===== config.mk =====
export PLATFORM = sky130hd
export DESIGN_NAME = single_wire_sensor_frame_receiver
export DESIGN_NICKNAME = d
export VERILOG_FILES = /design/src/hdl/swsfr_pkg.sv /design/src/hdl/single_wire_sensor_frame_receiver.sv /design/src/hdl/swsfr_cfg.sv /design/src/hdl/swsfr_core.sv
export SDC_FILE = /design/constraint.sdc
export NUM_CORES = 1
export LEC_CHECK = 0
export BUFFER_PORTS_ARGS = -buffer_cell sky130_fd_sc_hd__clkbuf_2
export CORE_UTILIZATION = 30
export DETAILED_ROUTE_END_ITERATION = 16
export GPL_TIMING_DRIVEN = 1
export SYNTH_ARGS = -nofsm -noshare
export SYNTH_HDL_FRONTEND = slang
export SYNTH_SLANG_ARGS = --single-unit

===== constraint.sdc =====
create_clock -name clk_i -period 4.45 [get_ports clk_i]
set_input_delay 0 -clock clk_i [delete_from_list [all_inputs] [get_ports clk_i]]
set_output_delay 0 -clock clk_i [all_outputs]
set_load 0.05 [all_outputs]

===== src/hdl/swsfr_pkg.sv =====
// ----------------------------------------------------------------------------
// Single-wire sensor frame receiver package
// Shared types, codes and constants of the single-wire sensor frame receiver.
// ----------------------------------------------------------------------------
package swsfr_pkg;

  localparam int unsigned TimerW     = 16;
  localparam int unsigned LimitW     = 10;
  localparam int unsigned BitCountW  = 6;
  localparam int unsigned FrameBits  = 40;
  localparam int unsigned CfgIndexW  = 8;
  localparam int unsigned CfgDataW   = 16;
  localparam int unsigned TenthsW    = 12;

  localparam logic [TimerW-1:0] TimerMax         = '1;
  localparam logic [TimerW-1:0] StartLowReset    = 16'd20000;
  localparam logic [LimitW-1:0] RespTimeoutReset = 10'd100;
  localparam logic [LimitW-1:0] BitTimeoutReset  = 10'd150;
  localparam logic [LimitW-1:0] OneThreshReset   = 10'd40;

  typedef enum logic {
    KIND_TICK  = 1'b0,
    KIND_START = 1'b1
  } kind_e;

  typedef enum logic [2:0] {
    PH_IDLE       = 3'd0,
    PH_START      = 3'd1,
    PH_RESP_HIGH  = 3'd2,
    PH_RESP_LOW   = 3'd3,
    PH_RESP_HIGH2 = 3'd4,
    PH_BIT_LOW    = 3'd5,
    PH_BIT_HIGH   = 3'd6
  } phase_e;

  typedef enum logic [2:0] {
    ERR_NONE          = 3'd0,
    ERR_NO_RESPONSE   = 3'd1,
    ERR_RESP_LOW_TO   = 3'd2,
    ERR_RESP_HIGH_TO  = 3'd3,
    ERR_BIT_LOW_TO    = 3'd4,
    ERR_BIT_HIGH_TO   = 3'd5,
    ERR_CHECKSUM      = 3'd6
  } err_e;

  typedef enum logic [CfgIndexW-1:0] {
    CFG_START_LOW     = 8'd0,
    CFG_RESP_TIMEOUT  = 8'd1,
    CFG_BIT_TIMEOUT   = 8'd2,
    CFG_ONE_THRESHOLD = 8'd3
  } cfg_idx_e;

  typedef struct packed {
    logic kind;
    logic line_level;
  } in_item_t;

  typedef struct packed {
    logic               drive_low;
    logic               done_res;
    logic               success;
    logic [2:0]         error_code;
    logic [5:0]         error_bit;
    logic [TenthsW-1:0] humidity_tenths;
    logic [TenthsW-1:0] temperature_tenths;
  } out_item_t;

  typedef struct packed {
    logic [TimerW-1:0] start_low_ticks;
    logic [LimitW-1:0] response_timeout;
    logic [LimitW-1:0] bit_timeout;
    logic [LimitW-1:0] one_threshold;
  } cfg_t;

endpackage


===== src/hdl/single_wire_sensor_frame_receiver.sv =====
// ----------------------------------------------------------------------------
// Single-wire sensor frame receiver
// Reads a temperature and humidity frame from a single-wire sensor.
// ----------------------------------------------------------------------------
// Each input transaction is either a one-microsecond tick carrying the sampled
// line level or a start request, and each produces exactly one result
// transaction. The block takes one transaction per cycle unless the input is
// stalled; a transaction is held in the input register, and as it leaves, the
// sensor state advances and its result is captured in the output register. A
// stalled result holds the output register and backs up the input register.
// The configuration port is always ready.
module single_wire_sensor_frame_receiver
  import swsfr_pkg::*;
(
  input  logic                 clk_i,
  input  logic                 rst_ni,
  input  logic                 in_valid_i,
  output logic                 in_stall_o,
  input  in_item_t             in_data_i,
  output logic                 out_valid_o,
  input  logic                 out_stall_i,
  output out_item_t            out_data_o,
  input  logic                 cfg_valid_i,
  output logic                 cfg_ready_o,
  input  logic [CfgIndexW-1:0] cfg_index_i,
  input  logic [CfgDataW-1:0]  cfg_data_i
);

  cfg_t      cfg;
  out_item_t res;
  logic      s1_valid_q, s1_valid_d;
  in_item_t  s1_data_q;
  logic      out_valid_q, out_valid_d;
  out_item_t out_data_q;
  logic      out_block, s1_adv, in_acc;

  assign out_block  = out_valid_q && out_stall_i;
  assign s1_adv     = s1_valid_q && !out_block;
  assign in_stall_o = s1_valid_q && out_block;
  assign in_acc     = in_valid_i && !in_stall_o;

  assign out_valid_o = out_valid_q;
  assign out_data_o  = out_data_q;

  swsfr_cfg u_cfg (
    .clk_i       (clk_i),
    .rst_ni      (rst_ni),
    .cfg_valid_i (cfg_valid_i),
    .cfg_ready_o (cfg_ready_o),
    .cfg_index_i (cfg_index_i),
    .cfg_data_i  (cfg_data_i),
    .cfg_o       (cfg)
  );

  swsfr_core u_core (
    .clk_i  (clk_i),
    .rst_ni (rst_ni),
    .step_i (s1_adv),
    .item_i (s1_data_q),
    .cfg_i  (cfg),
    .res_o  (res)
  );

  always_comb begin
    s1_valid_d = s1_valid_q;
    if (in_acc) begin
      s1_valid_d = 1'b1;
    end else if (s1_adv) begin
      s1_valid_d = 1'b0;
    end
    out_valid_d = out_valid_q;
    if (s1_adv) begin
      out_valid_d = 1'b1;
    end else if (!out_block) begin
      out_valid_d = 1'b0;
    end
  end

  always_ff @(posedge clk_i or negedge rst_ni) begin
    if (!rst_ni) begin
      s1_valid_q  <= 1'b0;
      out_valid_q <= 1'b0;
    end else begin
      s1_valid_q  <= s1_valid_d;
      out_valid_q <= out_valid_d;
    end
  end

  always_ff @(posedge clk_i) begin
    if (in_acc) begin
      s1_data_q <= in_data_i;
    end
    if (s1_adv) begin
      out_data_q <= res;
    end
  end

`ifndef SYNTHESIS
  assert property (@(posedge clk_i) disable iff (!rst_ni)
    s1_adv |=> out_valid_o)
    else $error("Advanced transaction did not reach the output register.");

  assert property (@(posedge clk_i) disable iff (!rst_ni)
    (out_valid_o && out_data_o.success) |->
      (out_data_o.done_res && out_data_o.error_code == ERR_NONE))
    else $error("Successful result carries an error or no done flag.");

  assert property (@(posedge clk_i) disable iff (!rst_ni)
    (out_valid_o && out_data_o.error_code != ERR_NONE) |->
      (out_data_o.done_res && !out_data_o.success))
    else $error("Error result without done flag or with success.");

  assert property (@(posedge clk_i) disable iff (!rst_ni)
    (out_valid_o && out_data_o.done_res) |-> !out_data_o.drive_low)
    else $error("Line still driven low on the result that ends a reading.");
`endif

endmodule


===== src/hdl/swsfr_cfg.sv =====
// ----------------------------------------------------------------------------
// Single-wire sensor frame receiver configuration registers
// Holds the start pulse length, the timeout limits and the one-bit threshold.
// ----------------------------------------------------------------------------
module swsfr_cfg
  import swsfr_pkg::*;
(
  input  logic                 clk_i,
  input  logic                 rst_ni,
  input  logic                 cfg_valid_i,
  output logic                 cfg_ready_o,
  input  logic [CfgIndexW-1:0] cfg_index_i,
  input  logic [CfgDataW-1:0]  cfg_data_i,
  output cfg_t                 cfg_o
);

  cfg_t cfg_q, cfg_d;

  assign cfg_ready_o = 1'b1;
  assign cfg_o       = cfg_q;

  always_comb begin
    cfg_d = cfg_q;
    if (cfg_valid_i) begin
      case (cfg_idx_e'(cfg_index_i))
        CFG_START_LOW:     cfg_d.start_low_ticks  = cfg_data_i[TimerW-1:0];
        CFG_RESP_TIMEOUT:  cfg_d.response_timeout = cfg_data_i[LimitW-1:0];
        CFG_BIT_TIMEOUT:   cfg_d.bit_timeout      = cfg_data_i[LimitW-1:0];
        CFG_ONE_THRESHOLD: cfg_d.one_threshold    = cfg_data_i[LimitW-1:0];
        default:           cfg_d = cfg_q;
      endcase
    end
  end

  always_ff @(posedge clk_i or negedge rst_ni) begin
    if (!rst_ni) begin
      cfg_q.start_low_ticks  <= StartLowReset;
      cfg_q.response_timeout <= RespTimeoutReset;
      cfg_q.bit_timeout      <= BitTimeoutReset;
      cfg_q.one_threshold    <= OneThreshReset;
    end else begin
      cfg_q <= cfg_d;
    end
  end

endmodule


===== src/hdl/swsfr_core.sv =====
// ----------------------------------------------------------------------------
// Single-wire sensor frame receiver core
// Phase state machine, phase timer, bit counter and frame shifter, with the
// result of each transaction computed from the current state.
// ----------------------------------------------------------------------------
module swsfr_core
  import swsfr_pkg::*;
(
  input  logic      clk_i,
  input  logic      rst_ni,
  input  logic      step_i,
  input  in_item_t  item_i,
  input  cfg_t      cfg_i,
  output out_item_t res_o
);

  phase_e                phase_q, phase_d;
  logic [TimerW-1:0]     timer_q, timer_d;
  logic [BitCountW-1:0]  count_q, count_d;
  logic [FrameBits-1:0]  frame_q, frame_d;

  logic [TimerW-1:0]     timer_inc;
  logic [BitCountW-1:0]  count_inc;
  logic [FrameBits-1:0]  frame_new;
  logic                  awaited;
  logic [7:0]            b0, b1, b2, b3, b4, sum;

  assign timer_inc = (timer_q == TimerMax) ? timer_q : timer_q + 1'b1;
  assign count_inc = count_q + 1'b1;
  assign awaited   = (phase_q != PH_RESP_LOW);
  assign frame_new = {frame_q[FrameBits-2:0],
                      (timer_q > TimerW'(cfg_i.one_threshold))};
  assign b0  = frame_new[39:32];
  assign b1  = frame_new[31:24];
  assign b2  = frame_new[23:16];
  assign b3  = frame_new[15:8];
  assign b4  = frame_new[7:0];
  assign sum = b0 + b1 + b2 + b3;

  always_comb begin
    phase_d = phase_q;
    timer_d = timer_q;
    count_d = count_q;
    frame_d = frame_q;
    res_o   = '0;
    if (item_i.kind == KIND_START) begin
      if (phase_q == PH_IDLE) begin
        phase_d = PH_START;
        timer_d = '0;
        count_d = '0;
        frame_d = '0;
      end
    end else begin
      case (phase_q)
        PH_IDLE: begin
          phase_d = PH_IDLE;
        end
        PH_START: begin
          timer_d = timer_inc;
          if (timer_inc >= cfg_i.start_low_ticks) begin
            phase_d = PH_RESP_HIGH;
            timer_d = '0;
          end
        end
        PH_RESP_HIGH, PH_RESP_LOW, PH_RESP_HIGH2: begin
          if (item_i.line_level == awaited) begin
            timer_d = timer_inc;
            if (timer_inc > TimerW'(cfg_i.response_timeout)) begin
              phase_d        = PH_IDLE;
              timer_d        = '0;
              res_o.done_res = 1'b1;
              case (phase_q)
                PH_RESP_HIGH: res_o.error_code = ERR_NO_RESPONSE;
                PH_RESP_LOW:  res_o.error_code = ERR_RESP_LOW_TO;
                default:      res_o.error_code = ERR_RESP_HIGH_TO;
              endcase
            end
          end else begin
            timer_d = '0;
            case (phase_q)
              PH_RESP_HIGH: phase_d = PH_RESP_LOW;
              PH_RESP_LOW:  phase_d = PH_RESP_HIGH2;
              default:      phase_d = PH_BIT_LOW;
            endcase
          end
        end
        PH_BIT_LOW: begin
          if (!item_i.line_level) begin
            timer_d = timer_inc;
            if (timer_inc > TimerW'(cfg_i.bit_timeout)) begin
              phase_d          = PH_IDLE;
              timer_d          = '0;
              res_o.done_res   = 1'b1;
              res_o.error_code = ERR_BIT_LOW_TO;
              res_o.error_bit  = count_q;
            end
          end else begin
            phase_d = PH_BIT_HIGH;
            timer_d = '0;
          end
        end
        PH_BIT_HIGH: begin
          if (item_i.line_level) begin
            timer_d = timer_inc;
            if (timer_inc > TimerW'(cfg_i.bit_timeout)) begin
              phase_d          = PH_IDLE;
              timer_d          = '0;
              res_o.done_res   = 1'b1;
              res_o.error_code = ERR_BIT_HIGH_TO;
              res_o.error_bit  = count_q;
            end
          end else begin
            frame_d = frame_new;
            count_d = count_inc;
            timer_d = '0;
            if (count_inc >= BitCountW'(FrameBits)) begin
              phase_d        = PH_IDLE;
              res_o.done_res = 1'b1;
              if (sum != b4) begin
                res_o.error_code = ERR_CHECKSUM;
              end else begin
                res_o.success            = 1'b1;
                res_o.humidity_tenths    = {4'b0, b0} * TenthsW'(10) + {4'b0, b1};
                res_o.temperature_tenths = {4'b0, b2} * TenthsW'(10) + {4'b0, b3};
              end
            end else begin
              phase_d = PH_BIT_LOW;
            end
          end
        end
        default: begin
          phase_d = PH_IDLE;
        end
      endcase
    end
    res_o.drive_low = (phase_d == PH_START);
  end

  always_ff @(posedge clk_i or negedge rst_ni) begin
    if (!rst_ni) begin
      phase_q <= PH_IDLE;
      timer_q <= '0;
      count_q <= '0;
      frame_q <= '0;
    end else if (step_i) begin
      phase_q <= phase_d;
      timer_q <= timer_d;
      count_q <= count_d;
      frame_q <= frame_d;
    end
  end

endmodule

After elaboration in Yosys (flattened, before gate mapping)
Index checks and enable logic that the tools add are counted.
{"block": "totals", "word_cells": 124, "regBits": 150, "out_inout_bits": 39}
{"block": "op_classes", "n_addsub": 7, "mul": 2, "n_reduce_logical": 20, "n_lt_le_gt_ge": 5, "bitwise": 2, "mux": 52, "n_eq_ne": 17}
{"op": "two-way mux 39 bit", "n": 4}
{"op": "two-way mux 16 bit", "n": 9}
{"op": "case mux 16 bit (4 select lines)", "n": 1}
{"op": "> comparator 16 x 10 -> 1 bit", "n": 3}
{"op": "two-way mux 3 bit", "n": 13}
{"op": "two-way mux 6 bit", "n": 5}
{"op": "two-way mux 9 bit", "n": 3}
{"op": "adder 12 x 8 -> 12 bit", "n": 2}
{"op": "adder 8 bit", "n": 3}
{"op": "multiplier 8 x 3 -> 11 bit, second input constant", "n": 2}
{"op": "adder 16 x 1 -> 16 bit, second input constant", "n": 1}
{"op": "equality test 16 bit, second input constant", "n": 1}
{"op": "equality test 8 x 2 -> 1 bit, second input constant", "n": 2}
{"op": ">= comparator 16 bit", "n": 1}
{"op": "case mux 3 bit (4 select lines)", "n": 1}
{"op": "case mux 6 bit (2 select lines)", "n": 1}
{"op": "two-way mux 1 bit", "n": 10}
{"op": "equality test 3 bit, second input constant", "n": 3}
{"op": "case mux 3 bit (3 select lines)", "n": 1}
{"op": "equality test 8 x 1 -> 1 bit, second input constant", "n": 1}
{"op": "zero test 8 bit", "n": 1}
{"op": "inequality test 8 bit", "n": 1}
{"op": "AND reduction 2 bit", "n": 4}
{"op": "adder 6 x 1 -> 6 bit, second input constant", "n": 1}
{"op": "other kinds (21)", "n": 31}

Logic depth before layout (Yosys ltp)
Gate-level depths: netlist of the first run.
{"block": "logic_depth", "depth_word": 8, "mapped_depth": 19, "mapped_depth_nobuf": 17}

Cells and area by module
A second synthesis of the first run with hierarchy kept.
{"block": "unflattened", "hier_cells": 965, "hier_area_um2": 9869.5}
{"mod": "swsfr_core", "cells_each": 815, "area_each_um2": 6782.8, "instances": 1}
{"mod": "swsfr_cfg", "cells_each": 104, "area_each_um2": 1853.0, "instances": 1}
{"mod": "single_wire_sensor_frame_receiver", "cells_each": 46, "area_each_um2": 1233.7, "instances": 1}

Least setup slack after synthesis of the first run
OpenSTA, ideal clock, no wires.
{"block": "synth_path", "path_kind": "register -> register", "startpoint": "reg u_core.timer_q[0]", "endpoint": "reg out_data_q, in the netlist out_data_o[35], data pin", "arrival_ns": 3.544, "required_time_ns": 4.316, "path_stages_with_launch": 15, "path_slack_ns": 0.772, "synth_period_minus_slack_ns": 3.678, "cell_sequence": "dfrtp_1 > ha_1 > nand4_2 > buf_2 > nor3_1 > nand4_1 > xnor2_1 > ha_1 > a21oi_1 > nand2_1 > a2111oi_0 > nand2_1 > a221o_1 > o32ai_1 > and4_1"}
{"item": "start, declared", "line_no": "swsfr_core.sv:18", "rtl": "logic [TimerW-1:0] timer_q, timer_d;"}
{"item": "start signal, assigned", "line_no": "swsfr_core.sv:147", "rtl": "timer_q <= timer_d;"}
{"item": "end signal, assigned", "line_no": "single_wire_sensor_frame_receiver.sv:94", "rtl": "out_data_q <= res;"}
{"item": "end, declared", "line_no": "single_wire_sensor_frame_receiver.sv:34", "rtl": "out_item_t out_data_q;"}

Worst setup path in the final report of the first run
{"block": "layout_path", "startpoint": "reg u_core.frame_q[8]", "endpoint": "reg out_data_q, in the netlist out_data_o[0], data pin"}
{"block": "layout_between", "elab_chain_len": 3}
{"item": "start, declared", "line_no": "swsfr_core.sv:20", "rtl": "logic [FrameBits-1:0] frame_q, frame_d;"}
{"item": "start signal, assigned", "line_no": "swsfr_core.sv:149", "rtl": "frame_q <= frame_d;"}
{"item": "adder 8 bit", "line_no": "swsfr_core.sv:38", "rtl": "assign sum = b0 + b1 + b2 + b3;"}
{"item": "inequality test 8 bit", "line_no": "swsfr_core.sv:119", "rtl": "if (sum != b4) begin"}
{"item": "OR reduction 5 bit (no line)"}
Every way passes these cells.
A chain may end at the register's enable or synchronous reset.

==> summary.md, run 1 <==
| Metric | Value |
|---|---|
| Final critical-path required period | 4120 ps |
| Average vias per placed instance | 4.76 |
| Yosys warning total | 0 |
| Type of element launching the critical path | flip-flop |
| CTS clock-pin slew for the worst setup and hold paths | 60 ps |
| Crit path required time | 4730 ps |
| CTS H-tree lvls | 4 |
| Most common cell in the netlist | sky130_fd_sc_hd__nand2_1 |
| Post-synth top area cell | sky130_fd_sc_hd__dfrtp_1 |
| Clock latency on the worst-skew pair | 430 ps |
| Antenna violations before repair | 0 |
| HPWL after detailed placement | 16700 um |
| Area share of the largest cell type after synthesis | 25.1% |
| Most prevalent standard cell on the critical path | sky130_fd_sc_hd__fa_1 |
| Cell area power density | 341 nW/um^2 |
| Endpoint type of the worst setup path | flip-flop |
| RSZ-0062 raised after global routing | false |
| Static leakage | 5.41 nW |
| Cell area after synthesis | 9790 sq um |
| Number of clock sinks | 150 |
| Kind of path behind the tightest hold check | input port to flip-flop |
| Combined buffer and inverter count along the critical path | 2 |
| Site Rows | 65 |
| Period utilization | 92.5% |
| Max Fclk | 0.243 GHz |
| Routed WL per cell | 14.5 um |
| Aggregate routed wire length | 22400 um |
| Number of library cell types mapped by synthesis | 70 |
| Via count | 7357 |
| Starting density of the core | 30.8% |
| Number of synthesized flops with an enable pin | 38 |
| Syn nets | 1157 |
| Cells taking the most area after synthesis | sky130_fd_sc_hd__dfrtp_1, sky130_fd_sc_hd__edfxtp_1, sky130_fd_sc_hd__ha_1 |
| Cells after Synth | 1017 |
| Final estimated routing congestion in global placement | 0.878 |
| Number of buffers on the longest clock path | 2 |
| Number of port buffers | 68 |
| Final sum of negative setup slack | 0 ps |
| Worst rel slew slack | 25.3% |
| Critical Path Max Stage Delay | 530 ps |
| Total I/O pin count | 70 |
| Worst setup path category | flip-flop to flip-flop |
| DRT Pass-1 Iters | 5 |
| Max Slew Vio Count | 0 |
| Die width | 183 um |
| Number of inserted diodes | 0 |
| Synthesis-to-layout area growth | 16.9% |
| Status | finished, final reports clean |
| Top post-synthesis cells by count | sky130_fd_sc_hd__nand2_1, sky130_fd_sc_hd__dfrtp_1, sky130_fd_sc_hd__o21ai_0 |
| Cell with the largest stage delay on the worst path | sky130_fd_sc_hd__fa_1 |
| Maximum number of pins on one net before global-route repair | 73 |
| Global-route wire length before repair | 37400 um |
| CORE AREA | 31800 sq um |
| Maximum ir drop on the vdd rail | 0.307 mV |
| Post-detailed-route count of antenna-violating nets | 0 |
| Library cell used as clock root buffer | sky130_fd_sc_hd__clkbuf_16 |
| Fraction of layout instances using a drive strength above 1 | 15.0% |
| Die area | 33400 sq um |
| Average instance area after synthesis | 9.63 sq um |
| Main flop type after synthesis | sky130_fd_sc_hd__dfrtp_1 |
| Final setup fails | 0 |
| Cts bufs inserted | 17 |
| Worst hold slack after final layout | 136 ps |
| # nets final | 1237 |
| Cells along the critical path | fa_1 -> fa_1 -> ha_1 -> inv_1 -> fa_1 -> nor2b_1 -> o21ai_0 -> nand2b_1 -> a21o_1 -> a21oi_1 -> xnor2_1 -> and4_1 -> nand3_1 -> inv_1 -> and2_1 |
| Chip Height | 183 um |
| CP top delay family | adder cells |
| Number of violations reported at the end of detailed-routing iteration 0 | 352 |
| Total track usage | 14.1% |
| Gr ovfl total | 0 |
| Number of global-route vias before repair | 7256 |
| Post-route DRC | 0 |
| Data arrival time of the critical path | 4400 ps |
| Maximum Capacitance Violations | 0 |
| Total of flip-flops plus latches after synthesis | 150 |
| Clock skew | 9.75 ps |
| Maximum fanout encountered on the critical timing path | 12 |
| Transition time at the pin with the least slew margin | 1120 ps |
| Final hold vios | 0 |
| Sequential-to-total area share from yosys stat | 40.5% |
| FFs w/ async S/R, synth | 74.7% |
| CTS tree | done |
-- per-stage QoR --
step	util, %	cells	power (mW)	worst slack [ps]	instance area (sq um)
after global placement	33.3	1489	2.40	307	10600
after floorplan	-	1017	2.18	772	9790
after detailed placement	33.3	1489	2.41	241	10600
after CTS	35.8	1543	3.91	183	11400
after global routing	36.0	1545	4.09	14.5	11400
final	36.0	1545	3.90	332	11400
-- tightest hold or removal path, stage by stage --
cell and delay [ps]:
sky130_fd_sc_hd__clkbuf_2 120, sky130_fd_sc_hd__nor3b_2 50, sky130_fd_sc_hd__buf_4 220, sky130_fd_sc_hd__nand2_1 90, sky130_fd_sc_hd__o21ai_0 70
-- layout by cell type (no fill, tap or decap), types with 13 or more instances in the layout --
| master | count |
|---|---|
| sky130_fd_sc_hd__inv_1 | 80 |
| sky130_fd_sc_hd__mux2_2 | 22 |
| sky130_fd_sc_hd__dfrtp_1 | 98 |
| sky130_fd_sc_hd__clkbuf_2 | 67 |
| sky130_fd_sc_hd__a21oi_1 | 35 |
| sky130_fd_sc_hd__o21ai_0 | 92 |
| sky130_fd_sc_hd__nand2_1 | 126 |
| sky130_fd_sc_hd__edfxtp_1 | 38 |
| sky130_fd_sc_hd__nand2b_1 | 42 |
| sky130_fd_sc_hd__dfstp_2 | 14 |
| sky130_fd_sc_hd__nor2_1 | 50 |
| sky130_fd_sc_hd__clkbuf_16 | 17 |
| sky130_fd_sc_hd__nand3_1 | 31 |
| sky130_fd_sc_hd__ha_1 | 91 |
| sky130_fd_sc_hd__xnor2_1 | 35 |
| sky130_fd_sc_hd__xor2_1 | 19 |
| sky130_fd_sc_hd__fa_1 | 18 |
| sky130_fd_sc_hd__nor3_1 | 17 |
| sky130_fd_sc_hd__and2_1 | 14 |
| sky130_fd_sc_hd__dlygate4sd3_1 | 22 |
| sky130_fd_sc_hd__nand4_1 | 13 |
| sky130_fd_sc_hd__o31ai_1 | 13 |
| sky130_fd_sc_hd__a21o_1 | 19 |
-- where the power goes --
part | internal, mW | leakage [nW] | switching, mW
clock network | 0.883 | 0.287 | 0.591
registers | 1.51 | 1.80 | 0.111
logic | 0.306 | 3.32 | 0.506
-- cell type report --
class,instances,area (sq um)
well taps,435,544
repair buffers,102,666
fillers,3190,20400
multi-input cells,746,5380
flip-flops and latches,150,3960
clock inverters,12,153
clock buffers,20,437
inverters,80,300
-- routing by layer --
| layer | wire [um] | track usage [%] | up-vias |
|---|---|---|---|
| met4 | 225 | 3.63 | 0 |
| met1 | 10900 | 19.0 | 3515 |
| met5 | 0 | 0 | - |
| met3 | 756 | 2.95 | 16 |
| li1 | - | - | 3697 |
| met2 | 10600 | 22.9 | 129 |
-- flip-flops by register name (all words and copies together), names as in the netlist, 2 cells and up --
signal / flops
u_core.phase_q: 3
s1_data_q: 2
out_data_o: 36
u_core.count_q: 6
u_cfg.cfg_o: 46
u_core.timer_q: 16
u_core.frame_q: 39
-- cells by family (layout without fill, tap and decap cells) --
kind of cell / count (synthesis) / in the layout / synth area share [%]
compound gates: 213 / 213 / 13.8
xor+xnor: 56 / 56 / 5.29
fa+ha+maj: 109 / 109 / 15.3
buf+inv: 121 / 214 / 4.90
flops: 150 / 150 / 40.5
mux: 22 / 22 / 2.53
other cells: 1 / 1 / 0.0383
simple gates: 345 / 345 / 17.7
-- worst paths after layout --
check,startpoint,end,slack (ps),depth (start not counted)
worst max-delay path,u_core.frame_q[8]$_DFFE_PN0P_,out_data_o[0]$_SDFFCE_PP0P_,330,15
worst max register to register,u_core.frame_q[8]$_DFFE_PN0P_,out_data_o[0]$_SDFFCE_PP0P_,330,15
worst min-delay path,cfg_index_i[1],u_cfg.cfg_o[35]$_DFFE_PN1P_,140,5
max in group asynchronous,rst_ni,u_cfg.cfg_o[22]$_DFFE_PN1P_,3100,3
worst min register to register,s1_valid_q$_DFFE_PN0P_,out_valid_o$_DFFE_PN0P_,480,1
min in group asynchronous,rst_ni,u_cfg.cfg_o[42]$_DFFE_PN0P_,230,2
-- timing repair --
action | CTS | global route
resized for setup | 0 | 4
setup buffers | 0 | 2
endpoints found under the hold margin | 119 | 0
hold buffers | 22 | 0
setup endpoints to repair | 0 | 9
(Power assumes the default switching activity.)
==> run 2: changes to the inputs <==
- BUFFER_PORTS_ARGS: -buffer_cell sky130_fd_sc_hd__clkbuf_2 -> -buffer_cell sky130_fd_sc_hd__buf_2
- CORE_ASPECT_RATIO: not set -> 1.1
==> summary.md, run 2 (same netlist as run 1, synthesis figures left out) <==
| Metric | Value |
|---|---|
| Pint | 2.56 mW |
| Last element of the critical path | u_core.timer_q[0]$_DFFE_PN0P_ |
| Count of placed standard cells in the final layout, fillers left out | 1537 |
| Max Slew Vio Count | 0 |
| Proportion of total power due to net switching | 32.4% |
| Average vias per placed instance | 4.88 |
| Cell area power density | 333 nW/um^2 |
| Cts bufs inserted | 17 |
| Status | finished, final reports clean |
| Area used by multi-input combinational logic | 5380 sq um |
| Final estimated routing congestion in global placement | 0.902 |
| Post-route DRC | 0 |
| Final critical-path required period | 4170 ps |
| Post-detailed-route count of antenna-violating nets | 0 |
| Clock latency on the worst-skew pair | 440 ps |
| Global-route wire length before repair | 37800 um |
| Type of element launching the critical path | flip-flop |
| Combinational group share of total power | 21.0% |
| Number of buffers on the longest clock path | 2 |
| CORE AREA | 32200 sq um |
| Worst rel slew slack | 35.0% |
| Maximum Capacitance Violations | 0 |
| Total power consumption of the routed design | 3.79 mW |
| Transition time at the pin with the least slew margin | 975 ps |
| Number of global-route vias before repair | 7407 |
| DRT Pass-1 Iters | 7 |
| Total of fill cells in the finished design | 3305 |
| HPWL after detailed placement | 16700 um |
| # nets final | 1238 |
| Cells along the critical path | ha_1 -> nand4_2 -> nor2_1 -> nand2_1 -> nand3_1 -> xnor2_1 -> ha_1 -> and3_1 -> a221o_1 -> a21oi_1 -> a32oi_2 -> a21oi_1 -> nor2_1 -> o21ai_4 -> nand2_1 -> o31ai_1 |
| RSZ-0062 raised after global routing | false |
| Worst setup path category | flip-flop to flip-flop |
| Endpoint type of the worst setup path | flip-flop |
| Seq pwr share | 42.6% |
| Clk pwr share | 36.4% |
| # placed instances | 1483 |
| Combined buffer and inverter count along the critical path | 0 |
| Clock skew | 14.1 ps |
| Final hold vios | 0 |
| Number of inserted diodes | 0 |
| Setup slack on the worst flop-to-flop path | 280 ps |
| Aggregate routed wire length | 22700 um |
| CTS clock-pin slew for the worst setup and hold paths | 70 ps |
| Final sum of negative setup slack | 0 ps |
| Depth of the critical timing path with buffers and inverters included | 16 |
| Number of clock sinks | 150 |
| Number of port buffers | 68 |
| Number of violations reported at the end of detailed-routing iteration 0 | 395 |
| Total track usage | 14.3% |
| Most common library cell in the layout ignoring fill and taps | sky130_fd_sc_hd__nand2_1 |
| Post-detailed-placement cell area | 10600 sq um |
| Worst hold slack after final layout | 65.7 ps |
| CTS H-tree lvls | 4 |
| Period utilization | 93.7% |
| Fraction of layout instances using a drive strength above 1 | 15.0% |
| CP top delay family | compound AO/OA/AOI/OAI gates |
| Area occupied by registers | 3960 sq um |
| Final setup fails | 0 |
| Crit path required time | 4790 ps |
| Static leakage | 5.39 nW |
| Antenna violations before repair | 0 |
| Timing startpoint of the critical path | u_core.timer_q[0]$_DFFE_PN0P_ |
| Routed WL per cell | 14.8 um |
| Library cell used as clock root buffer | sky130_fd_sc_hd__clkbuf_16 |
| Starting density of the core | 30.4% |
| Maximum number of pins on one net before global-route repair | 74 |
| Synthesis-to-layout area growth | 16.2% |
| Worst-case reg-to-reg path depth | 16 |
| Site Rows | 69 |
| Die width | 174 um |
| Reg-to-reg endpoint | u_core.timer_q[0]$_DFFE_PN0P_ |
| Total I/O pin count | 70 |
| Data arrival time of the critical path | 4510 ps |
| Chip Height | 191 um |
| Gr ovfl total | 0 |
| Reg-to-Reg Start | u_core.timer_q[0]$_DFFE_PN0P_ |
| Critical Path Max Stage Delay | 460 ps |
| Flip-flop count of the largest register, all copies and words added | 46 |
| Sw power | 1.23 mW |
| Cell with the largest stage delay on the worst path | sky130_fd_sc_hd__dfrtp_1 |
| Highest-count cells in the layout ignoring fill and taps | sky130_fd_sc_hd__nand2_1, sky130_fd_sc_hd__dfrtp_1, sky130_fd_sc_hd__o21ai_0 |
| Kind of path behind the tightest hold check | input port to flip-flop |
| Maximum fanout encountered on the critical timing path | 17 |
| Die area | 33400 sq um |
| Final standard cell area without fillers | 11400 sq um |
| Max Fclk | 0.240 GHz |
| CTS tree | done |
| Maximum ir drop on the vdd rail | 0.184 mV |
| Via count | 7501 |
==> run 2: cell count changes in the layout (fill, tap and decap cells not counted), moves of 2 or more <==
cell                        previous run  this run
sky130_fd_sc_hd__bufinv_16             3         1
sky130_fd_sc_hd__buf_2                 0        67
sky130_fd_sc_hd__buf_4                12        14
sky130_fd_sc_hd__clkbuf_2             67         0
==> run 2: power by group through the flow <==
stage	clock [mW]	combinational, mW	sequential (mW)
after floorplan	0	0.520	1.66
after global placement	0	0.760	1.64
after detailed placement	0	0.769	1.64
after CTS	1.41	0.791	1.61
after global routing	1.48	0.866	1.63
final	1.38	0.795	1.61
==> run 2: cell type report <==
| cell class | instances | area share (%) |
|---|---|---|
| Multi-Input combinational cell | 746 | 47.3 |
| Sequential cell | 150 | 34.8 |
| Timing Repair Buffer | 103 | 5.81 |
| Tap cell | 426 | 4.68 |
| Clock buffer | 20 | 3.84 |
| Inverter | 80 | 2.64 |
| Clock inverter | 12 | 0.913 |
==> run 2: timing repair <==
item                       CTS  global route
setup buffers                0             0
gates resized for setup      0             3
setup endpoints to repair    0             8
hold endpoints to repair   113             0
hold buffers                22             0
==> run 2: how the worst min path moves through the flow <==
| stage | startpoint | endpoint | slack, ps | depth (start not counted) |
|---|---|---|---|---|
| after floorplan | rst_ni | out_valid_o$_DFFE_PN0P_ | -300 | 0 |
| after detailed placement | in_data_i[1] | s1_data_q[1]$_DFFE_PP_ | 180 | 1 |
| after global placement | in_data_i[1] | s1_data_q[1]$_DFFE_PP_ | 180 | 1 |
| after CTS | cfg_index_i[0] | u_cfg.cfg_o[17]$_DFFE_PN1P_ | 50 | 5 |
| after global routing | cfg_index_i[0] | u_cfg.cfg_o[17]$_DFFE_PN1P_ | 90 | 5 |
| final | cfg_index_i[0] | u_cfg.cfg_o[17]$_DFFE_PN1P_ | 70 | 5 |
==> run 2: worst min-delay path, stage by stage <==
cell	delay [ps]
sky130_fd_sc_hd__buf_2	120
sky130_fd_sc_hd__nor2_1	50
sky130_fd_sc_hd__buf_4	190
sky130_fd_sc_hd__nand2_1	80
sky130_fd_sc_hd__o21ai_0	70
==> run 2: layer usage <==
metal,vias to the layer above,GRT usage [%],share of wire [%],routed length [um]
met5,-,0,0,0
met1,3586,17.8,46,10400
met4,0,5.03,1.6,356
met3,32,2.47,3.4,780
li1,3713,-,-,-
met2,170,24.6,49,11200
==> run 2: through the flow <==
| step | setup WS [ps] | util [%] |
|---|---|---|
| 3_5_place_dp | 253 | 32.9 |
| 4_1_cts | 231 | 35.3 |
| 3_3_place_gp | 452 | 32.9 |
| 2_1_floorplan | 772 | - |
| 6_report | 282 | 35.3 |
| 5_1_grt | 17.1 | 35.3 |
==> run 3: changes to the inputs <==
- ABC_AREA: not set -> 1
- SETUP_SLACK_MARGIN: not set -> 0.5
==> summary.md, run 3 <==
| Metric | Value |
|---|---|
| Static leakage | 5.35 nW |
| Number of inserted diodes | 0 |
| Site Rows | 68 |
| Average vias per placed instance | 4.64 |
| Library cell used as clock root buffer | sky130_fd_sc_hd__clkbuf_16 |
| Status | finished, final reports clean |
| Transition time at the pin with the least slew margin | 1070 ps |
| Setup slack on the worst flop-to-flop path | 660 ps |
| Total track usage | 13.8% |
| Total of flip-flops plus latches after synthesis | 150 |
| Flip-flop count of the largest register, all copies and words added | 46 |
| Aggregate routed wire length | 22300 um |
| Starting density of the core | 30.6% |
| CORE AREA | 31400 sq um |
| Cells along the critical path | fa_1 -> fa_1 -> ha_2 -> inv_1 -> fa_2 -> xnor2_1 -> a211oi_1 -> o211ai_1 -> nor2_1 -> and3_1 -> nand3_2 -> nor3_4 -> buf_4 -> clkinvlp_4 -> buf_6 -> nor2_1 |
| Final setup fails | 0 |
| Reg-to-reg endpoint | out_data_o[12]$_SDFFCE_PP0P_ |
| Number of port buffers | 68 |
| Routed WL per cell | 13.6 um |
| Endpoint type of the worst setup path | flip-flop |
| Post-route DRC | 0 |
| # nets final | 1349 |
| Clock latency on the worst-skew pair | 430 ps |
| Max Fclk | 0.264 GHz |
| Final estimated routing congestion in global placement | 0.872 |
| CTS H-tree lvls | 4 |
| Die width | 173 um |
| Highest-count cells in the layout ignoring fill and taps | sky130_fd_sc_hd__nand2_1, sky130_fd_sc_hd__inv_1, sky130_fd_sc_hd__dfrtp_1 |
| Most common cell in the netlist | sky130_fd_sc_hd__nand2_1 |
| Clock skew | 11.1 ps |
| Main flop type after synthesis | sky130_fd_sc_hd__dfrtp_1 |
| Global-route wire length before repair | 37000 um |
| Average instance area after synthesis | 8.64 sq um |
| Number of clock sinks | 150 |
| Cell with the largest stage delay on the worst path | sky130_fd_sc_hd__fa_1 |
| Routed length on met1 | 10200 um |
| Number of synthesized flops with an enable pin | 38 |
| Total I/O pin count | 70 |
| Total power consumption of the routed design | 7.20 mW |
| Number of buffers on the longest clock path | 2 |
| Cell area after synthesis | 9590 sq um |
| Worst setup path category | flip-flop to flip-flop |
| Period utilization | 85.1% |
| Maximum ir drop on the vdd rail | 0.298 mV |
| FFs w/ async S/R, synth | 74.7% |
| Area share of the largest cell type after synthesis | 25.6% |
| Cell area power density | 632 nW/um^2 |
| Last element of the critical path | out_data_o[12]$_SDFFCE_PP0P_ |
| Final hold vios | 0 |
| Post-synth top area cell | sky130_fd_sc_hd__dfrtp_1 |
| Reg-to-Reg Start | u_core.frame_q[16]$_DFFE_PN0P_ |
| Maximum fanout encountered on the critical timing path | 12 |
| Syn nets | 1251 |
| Final sum of negative setup slack | 0 ps |
| HPWL after detailed placement | 16600 um |
| Yosys warning total | 0 |
| Timing startpoint of the critical path | u_core.frame_q[16]$_DFFE_PN0P_ |
| Cells after Synth | 1111 |
| Data arrival time of the critical path | 4070 ps |
| CTS tree | done |
| Fraction of layout instances using a drive strength above 1 | 14.2% |
| Chip Height | 190 um |
| Routed length on met3 | 631 um |
| Worst-case reg-to-reg path depth | 16 |
| Kind of path behind the tightest hold check | input port to async pin |
| Sequential-to-total area share from yosys stat | 41.3% |
| Number of violations reported at the end of detailed-routing iteration 0 | 397 |
| CTS clock-pin slew for the worst setup and hold paths | 60 ps |
| Number of library cell types mapped by synthesis | 47 |
| Post-detailed-route count of antenna-violating nets | 0 |
| Die area | 32700 sq um |
| Maximum number of pins on one net before global-route repair | 70 |
| Number of global-route vias before repair | 7631 |
| Cts bufs inserted | 17 |
| Type of element launching the critical path | flip-flop |
| Top post-synthesis cells by count | sky130_fd_sc_hd__nand2_1, sky130_fd_sc_hd__inv_1, sky130_fd_sc_hd__dfrtp_1 |
| Synthesis-to-layout area growth | 18.7% |
| RSZ-0062 raised after global routing | true |
| Routed met2 length | 11100 um |
| Gr ovfl total | 0 |
| Crit path required time | 4730 ps |
| Antenna violations before repair | 0 |
| Maximum Capacitance Violations | 0 |
| Cells taking the most area after synthesis | sky130_fd_sc_hd__dfrtp_1, sky130_fd_sc_hd__edfxtp_1, sky130_fd_sc_hd__ha_1 |
| Max Slew Vio Count | 0 |
| Worst rel slew slack | 28.2% |
| Final critical-path required period | 3790 ps |
| Via count | 7618 |
| DRT Pass-1 Iters | 5 |
| Top Metal Used | met4 |
| Most common library cell in the layout ignoring fill and taps | sky130_fd_sc_hd__nand2_1 |
| Critical Path Max Stage Delay | 560 ps |
==> run 3: worst max-delay path: cells and delay by family (launching register included) <==
kind            cells  cell delay (ps)
buf+inv             4              450
xor+xnor            1              140
simple gates        5              690
compound gates      2              280
fa+ha+maj           4             1650
flops               1              440
==> run 3: worst min path at each step <==
stage	from	end	slack [ps]	cells past startpoint
after floorplan	rst_ni	out_valid_o$_DFFE_PN0P_	-300	0
after global placement	rst_ni	u_cfg.cfg_o[42]$_DFFE_PN0P_	190	1
after detailed placement	rst_ni	u_cfg.cfg_o[42]$_DFFE_PN0P_	180	1
after CTS	rst_ni	u_core.timer_q[13]$_DFFE_PN0P_	270	2
after global routing	in_data_i[0]	s1_data_q[0]$_DFFE_PP_	280	2
final	rst_ni	u_cfg.cfg_o[42]$_DFFE_PN0P_	250	2
==> run 3: area by class of cell <==
cell class | instances | area [sq um]
clock buffers | 18 | 429
clock inverters | 14 | 221
fillers | 3194 | 20000
inverters | 197 | 743
multi-input cells | 738 | 4810
flip-flops and latches | 150 | 3960
well taps | 420 | 526
repair buffers | 104 | 689
repair inverters | 1 | 7.51
==> run 3: kinds of logic after synthesis <==
logic type,Yosys count,share of synthesized area [%]
simple gates,380,17.5
flops,150,41.3
compound gates,203,12.5
fa+ha+maj,109,15.6
buf+inv,223,8.92
other cells,1,0.0391
xor+xnor,45,4.11
==> run 3: repair_timing <==
item,in CTS,in global routing
cloned,0,1
pin swaps,0,5
endpoints found under the setup margin,3,44
hold buffers,21,0
hold endpoints to repair,106,0
gates resized for setup,0,15
buffers inserted,0,9
==> run 3: where the power goes <==
part           internal, mW  total [mW]  switching (mW)
clock network          1.00        1.61           0.612
logic                  1.48        3.58            2.10
registers              1.70        2.00           0.305
total                  4.18        7.20            3.02
==> run 3: through the flow <==
stage / worst slack [ps] / hold WS (ps) / instances / instance area, sq um / util, %
global placement: 610 / 186 / 1579 / 10400 / 33.1
global route: 458 / 282 / 1642 / 11400 / 36.3
detailed placement: 519 / 182 / 1579 / 10400 / 33.1
CTS: 490 / 269 / 1632 / 11300 / 35.8
floorplan: 1070 / -296 / 1111 / 9590 / -
finish: 664 / 246 / 1642 / 11400 / 36.3
==> run 3: per-layer routing <==
layer	vias to the layer above	global-route usage [%]
met2	132	24.6
met4	0	4.46
met3	31	2.22
met5	-	0
met1	3613	17.1
li1	3842	-
